$ cat config.mk
export PLATFORM = sky130hd
export DESIGN_NAME = indexed_list_insert_erase_unit
export DESIGN_NICKNAME = d
export VERILOG_FILES = /design/src/hw/rtl/ilie_pkg.sv /design/src/hw/rtl/ilie_cell.sv /design/src/hw/rtl/indexed_list_insert_erase_unit.sv
export SDC_FILE = /design/constraint.sdc
export NUM_CORES = 2
export LEC_CHECK = 0
export BUFFER_PORTS_ARGS = -buffer_cell sky130_fd_sc_hd__buf_2
export CAP_MARGIN = 10
export CORE_MARGIN = 3
export CORE_UTILIZATION = 40
export DETAILED_ROUTE_END_ITERATION = 10
export PLACE_DENSITY = 0.51
export SETUP_SLACK_MARGIN = 0.2
export SLEW_MARGIN = 30
export SYNTH_ARGS = -nofsm -noshare
export SYNTH_HDL_FRONTEND = slang
export SYNTH_SLANG_ARGS = --single-unit
$ cat constraint.sdc
create_clock -name clk -period 4.7 [get_ports clk]
set_input_delay 0.47 -clock clk [delete_from_list [all_inputs] [get_ports clk]]
set_output_delay 0.47 -clock clk [all_outputs]
set_load 0.02 [all_outputs]
$ cat src/hw/rtl/ilie_pkg.sv
`timescale 1ns / 1ps
`default_nettype none
package ilie_pkg;

	localparam int unsigned ILIE_DEPTH = 16;
	localparam int unsigned WORD_W     = 32;
	localparam int unsigned POS_W      = 5;
	localparam int unsigned KIND_W     = 2;
	localparam int unsigned LEN_W      = 5;
	localparam int unsigned CNT_W      = $clog2(ILIE_DEPTH + 1);
	localparam int unsigned IDX_W      = $clog2(ILIE_DEPTH);
	localparam int unsigned CMP_W      = ((CNT_W > POS_W) ? CNT_W : POS_W) + 1;

	localparam logic [KIND_W-1:0] KIND_APPEND = 2'd0;
	localparam logic [KIND_W-1:0] KIND_INSERT = 2'd1;
	localparam logic [KIND_W-1:0] KIND_ERASE  = 2'd2;
	localparam logic [KIND_W-1:0] KIND_READ   = 2'd3;

	typedef logic [WORD_W-1:0] word_t;

	// broadcast to every cell for one accepted beat
	typedef struct packed {
		logic             app;
		logic             ins;
		logic             era;
		logic [CMP_W-1:0] pos;
		logic [CMP_W-1:0] cnt;
	} cell_ctl_t;

endpackage
`default_nettype wire

$ cat src/hw/rtl/ilie_cell.sv
`timescale 1ns / 1ps
`default_nettype none
module ilie_cell (
	input  wire logic                   clk,
	input  wire logic                   arst_n,
	input  wire ilie_pkg::cell_ctl_t    ctl,
	input  wire logic [ilie_pkg::IDX_W-1:0] idx,
	input  wire ilie_pkg::word_t        word_in,
	input  wire ilie_pkg::word_t        left,
	input  wire ilie_pkg::word_t        right,
	output ilie_pkg::word_t             value
);
	import ilie_pkg::*;

	word_t            val_q;
	word_t            val_nxt;
	logic [CMP_W-1:0] i_ext;
	logic [CMP_W-1:0] i_inc;

	assign i_ext = CMP_W'(idx);
	assign i_inc = i_ext + CMP_W'(1);

	always_comb begin
		val_nxt = val_q;
		if (ctl.app) begin
			if (i_ext == ctl.cnt) val_nxt = word_in;
		end else if (ctl.ins) begin
			if (i_ext == ctl.pos) begin
				val_nxt = word_in;
			end else if ((i_ext > ctl.pos) && (i_ext <= ctl.cnt)) begin
				val_nxt = left;
			end
		end else if (ctl.era) begin
			if ((i_ext >= ctl.pos) && (i_inc < ctl.cnt)) begin
				val_nxt = right;
			end else if (i_inc == ctl.cnt) begin
				val_nxt = '0;
			end
		end
	end

	always_ff @(posedge clk or negedge arst_n) begin
		if (!arst_n) begin
			val_q <= '0;
		end else begin
			val_q <= val_nxt;
		end
	end

	assign value = val_q;

endmodule
`default_nettype wire

$ cat src/hw/rtl/indexed_list_insert_erase_unit.sv
`timescale 1ns / 1ps
`default_nettype none
// Ordered list of up to ILIE_DEPTH signed 32-bit words: append, insert at an
// index, erase at an index (the freed top slot reads zero) or read. Each
// accepted beat gives one result beat, registered, in the next cycle; a new
// beat is taken every cycle while the result side keeps up, because the row
// of entry cells shifts all entries up or down together, all at once.
// Failed operations (list full, index out of range) change nothing, return
// ok low and word_out zero. length is the new entry count modulo 32.
module indexed_list_insert_erase_unit (
	input  wire logic                          clk,
	input  wire logic                          arst_n,
	input  wire logic                          in_valid,
	output logic                               in_ready,
	input  wire logic [ilie_pkg::KIND_W-1:0]   kind,
	input  wire logic [ilie_pkg::POS_W-1:0]    position,
	input  wire logic signed [ilie_pkg::WORD_W-1:0] word_in,
	output logic                               out_valid,
	input  wire logic                          out_ready,
	output logic                               ok,
	output logic signed [ilie_pkg::WORD_W-1:0] word_out,
	output logic [ilie_pkg::LEN_W-1:0]         length
);
	import ilie_pkg::*;

	logic [CNT_W-1:0] count_q;
	logic [CNT_W-1:0] cnt_nxt;
	logic             out_valid_q;
	logic             ok_q;
	word_t            word_out_q;
	logic [LEN_W-1:0] length_q;

	logic             accept;
	logic             full;
	logic [CMP_W-1:0] pos_ext;
	logic [CMP_W-1:0] cnt_ext;
	logic             in_range;
	logic             op_ok;
	word_t            rd_val;
	cell_ctl_t        ctl;
	word_t            cell_val [ILIE_DEPTH];

	assign in_ready = !out_valid_q || out_ready;
	assign accept   = in_valid && in_ready;

	assign full     = (count_q == CNT_W'(ILIE_DEPTH));
	assign pos_ext  = CMP_W'(position);
	assign cnt_ext  = CMP_W'(count_q);
	assign in_range = (pos_ext < cnt_ext);

	always_comb begin
		op_ok   = 1'b0;
		cnt_nxt = count_q;
		case (kind)
			KIND_APPEND: begin
				op_ok = !full;
				if (op_ok) cnt_nxt = count_q + CNT_W'(1);
			end
			KIND_INSERT: begin
				op_ok = !full && (pos_ext <= cnt_ext);
				if (op_ok) cnt_nxt = count_q + CNT_W'(1);
			end
			KIND_ERASE: begin
				op_ok = in_range;
				if (op_ok) cnt_nxt = count_q - CNT_W'(1);
			end
			KIND_READ: begin
				op_ok = in_range;
			end
			default: begin
				op_ok = 1'b0;
			end
		endcase
	end

	assign ctl.app = accept && op_ok && (kind == KIND_APPEND);
	assign ctl.ins = accept && op_ok && (kind == KIND_INSERT);
	assign ctl.era = accept && op_ok && (kind == KIND_ERASE);
	assign ctl.pos = pos_ext;
	assign ctl.cnt = cnt_ext;

	for (genvar g = 0; g < ILIE_DEPTH; g++) begin : g_cell
		word_t left_w;
		word_t right_w;
		if (g == 0) begin : g_first
			assign left_w = '0;
		end else begin : g_mid_l
			assign left_w = cell_val[g-1];
		end
		if (g == ILIE_DEPTH - 1) begin : g_last
			assign right_w = '0;
		end else begin : g_mid_r
			assign right_w = cell_val[g+1];
		end
		ilie_cell u_cell (
			.clk     (clk),
			.arst_n  (arst_n),
			.ctl     (ctl),
			.idx     (IDX_W'(g)),
			.word_in (word_in),
			.left    (left_w),
			.right   (right_w),
			.value   (cell_val[g])
		);
	end

	assign rd_val = (kind == KIND_READ && in_range) ? cell_val[pos_ext[IDX_W-1:0]] : '0;

	always_ff @(posedge clk or negedge arst_n) begin
		if (!arst_n) begin
			count_q     <= '0;
			out_valid_q <= 1'b0;
		end else begin
			if (accept) begin
				count_q     <= cnt_nxt;
				out_valid_q <= 1'b1;
			end else if (out_ready) begin
				out_valid_q <= 1'b0;
			end
		end
	end

	always_ff @(posedge clk) begin
		if (accept) begin
			ok_q       <= op_ok;
			word_out_q <= rd_val;
			length_q   <= LEN_W'(cnt_nxt);
		end
	end

	assign out_valid = out_valid_q;
	assign ok        = ok_q;
	assign word_out  = word_out_q;
	assign length    = length_q;

endmodule
`default_nettype wire

==> results by group <==
Status
  • Status: finished clean

Critical path
  • Crit path DAT: 4.46 ns
  • CP peak stage delay: 0.59 ns
  • CP max FO: 166
  • FF-to-FF Start: count_q[1]
  • Worst Setup End Kind: flip-flop
  • R2r endpoint: g_cell[7].u_cell.value[23]
  • CP Launch Type: flip-flop
  • Worst path cell trace: buf_4 -> inv_1 -> ha_1 -> nand4bb_1 -> nor2_2 -> nor2_4 -> nand2_4 -> buf_12 -> a311oi_1 -> o31ai_1
  • Setup CP Type: reg2reg
  • Slowest CP cell: buf_12
  • Critical Path RT: 5.23 ns
  • FF-to-FF setup slack: 0.77 ns
  • FF-to-FF path depth: 10

Routing
  • Post-route ant nets: 0
  • Highest routing layer actually used: met5
  • Detailed Route Iter0 Violations: 6,162
  • Final WL: 212,700 um
  • Met2 WL: 90,590 um
  • Via count: 42.73k
  • DRC viols: 0
  • Wire length on met1: 81,670 um
  • Drt pass-1 iters: 6
  • Avg WL per Cell: 37.67 um
  • Vias/cell: 7.568
  • Met3 wire len: 27,190 um

Yosys
  • #FFs+latches synth: 556
  • Post-synthesis async set-or-reset flop share: 93.17%
  • Mapped Area: 41,590 sq um
  • Synth Flop Type: dfrtp_1
  • Syn Area/Cell: 9.301 sq um
  • Post-synthesis cell count: 4,471
  • Synth cell types: 77
  • Warnings, synthesis: 0
  • Part of the Yosys area used for sequential elements: 33.91%
  • Mapped Nets: 4,524
  • Post-synth EDFFs: 38

Clock tree
  • CTS clock-pin slew for the worst setup and hold paths: 0.06 ns
  • Setup repair bufs after CTS: 0
  • CTS Hold Buffers Added: 1
  • Total CTS buffers: 72
  • Root Buffer: clkbuf_16
  • H-tree level count: 3
  • TritonCTS clock tree: built
  • Clock Latency Late Sink: 0.66 ns
  • Post_cts resized: 0
  • Clk buf depth: 3
  • TritonCTS Sinks: 556

Die
  • Core area: 102,500 sq um
  • Starting Density: 40.58%
  • IO Pins: 83
  • Site Rows: 117
  • Chip width: 328.4 um
  • Die Area: 107,900 sq um
  • Chip Height: 328.4 um

Min path
  • Hold path depth: 3
  • Hold Crit Endpoint: out_valid
  • Hold path startpoint: in_valid
  • Hold crit path type: in2reg

STA
  • Final setup TNS: 0 ns
  • Worst slew pin tran: 1.134 ns
  • WHS: 0.1409 ns
  • Final hold viol count: 0
  • Min Tclk post-route: 3.932 ns
  • Final setup fails: 0
  • Final Cycle Share: 83.66%
  • Relative slew slack: 24.39%
  • RSZ-0062 raised after global routing: no
  • Max Slew Vio Count: 0
  • Max Clock Skew: 0.01496 ns
  • Highest clock rate: 254.3 MHz

Global route
  • Global route total overflow: 0
  • Antenna violations before repair: 6
  • GRT Total Usage: 38.36%
  • Largest net degree at the start of global routing: 179
  • First-pass GRT wire length: 305,500 um
  • Vias in the first global route: 41.20k

Layout
  • Commonest cells after routing, fill and taps aside: dfrtp_1 (518), o211ai_1 (347), a21oi_1 (308)
  • Layout Cells excl Fill: 5,646
  • Area Growth Syn to Fin: 11.48%
  • Share of layout cells above drive strength 1: 20.83%
  • Fill count: 9,858
  • Util after Layout: 45.24%
  • Final #Nets: 4,273
  • Commonest non-fill, non-tap cell in the layout: dfrtp_1

Placement
  • Post-DP HPWL: 116,800 um
  • Post-Place Cells: 5,512
  • PortBufs: 82
  • Placer congestion estimate: 0.8753

Power
  • Flop pwr share: 34.9%
  • Sw power: 10.32 mW
  • Sw Share: 43.29%
  • Pwr Density: 514.1 nW/um^2
  • Leak Pwr: 17.25 nW
  • Gate power share: 41.3%
  • Internal: 13.51 mW
  • Maximum vdd ir drop: 0.4084 mV
  • Clock power share: 23.8%

Job
  • MaxCap Viol Count: 0
cells by family (layout without fill, tap and decap cells):
family,Yosys count,in the layout,synth area share (%)
AO/OA/AOI/OAI,1661,1661,28.87
XOR/XNOR,4,4,0.08423
adder cells (fa/ha/maj),10,10,0.3009
buffers and inverters,762,564,7.119
flip-flops,556,556,33.91
multiplexers,544,544,18.58
other,0,5,0
AND/OR/NAND/NOR,934,934,11.13
power groups by stage:
| stage | logic (mW) | registers, mW | clock network [mW] |
|---|---|---|---|
| after global routing | 10.3 | 8.52 | 5.88 |
| after detailed placement | 9.48 | 8.31 | 0 |
| after CTS | 9.52 | 8.24 | 5.71 |
| after global placement | 9.43 | 8.32 | 0 |
| final | 9.85 | 8.31 | 5.67 |
| after floorplan | 6.22 | 7.72 | 0 |
Yosys cell counts, types with 99 or more instances:
library cell  count  area, sq um
clkbuf_1        523         1963
dfrtp_1         518        12960
o211ai_1        347         2605
a21oi_1         313         1567
nor3_1          305         1526
nor2_1          254        953.4
o21ai_0         246         1231
mux2_2          224         2522
a32o_1          160         1602
mux2i_1         160         1602
mux4_2          160         3603
a211oi_1        132        991.0
inv_1           109        409.1
nand2_1         103        386.6
nor4_1           99        619.3
sequential cells by signal, indices dropped and copies added (netlist names):
signal / flops
g_cell.u_cell.value: 512
word_out: 32
count_q: 5
length: 5
ok: 1
out_valid: 1
through the flow:
| stage | cell area (sq um) | total power, mW | setup slack (ns) |
|---|---|---|---|
| 2_1_floorplan | 41590 | 13.95 | 0.7461 |
| 3_3_place_gp | 43970 | 17.75 | 0.9081 |
| 3_5_place_dp | 44020 | 17.79 | 0.8052 |
| 4_1_cts | 46320 | 23.46 | 0.8512 |
| 5_1_grt | 46350 | 24.70 | 0.6518 |
| 6_report | 46360 | 23.83 | 0.7680 |
worst max-delay path by stage:
stage,start,end,slack (ns)
after floorplan,position[0],g_cell[12].u_cell.value[10],0.75
after global placement,position[3],g_cell[11].u_cell.value[0],0.91
after detailed placement,position[1],g_cell[11].u_cell.value[0],0.81
after CTS,count_q[1],g_cell[13].u_cell.value[24],0.85
after global routing,count_q[1],g_cell[11].u_cell.value[0],0.65
final,count_q[1],g_cell[7].u_cell.value[23],0.77
per-layer routing:
layer	vias to the layer above	track usage, %
li1	17152	-
met1	21410	50.64
met2	3361	56.03
met3	802	12.05
met4	4	20.46
met5	-	0
area by class of cell:
type,instances,area [sq um],share of cell area [%]
diodes,5,12.51,0.02699
clock buffers,119,2183,4.709
inverters,143,536.8,1.158
clock inverters,8,103.9,0.2240
repair buffers,294,2608,5.624
multi-input cells,3153,25100,54.15
flip-flops and latches,556,14100,30.42
well taps,1368,1712,3.692
critical path, delay by kind of cell, from the launching register on:
| family | cells | cell delay (ns) |
|---|---|---|
| compound gates | 2 | 0.60 |
| fa+ha+maj | 1 | 0.32 |
| buf+inv | 3 | 0.95 |
| flops | 1 | 0.36 |
| simple gates | 4 | 1.32 |
Power figures use the tool's default switching activity.
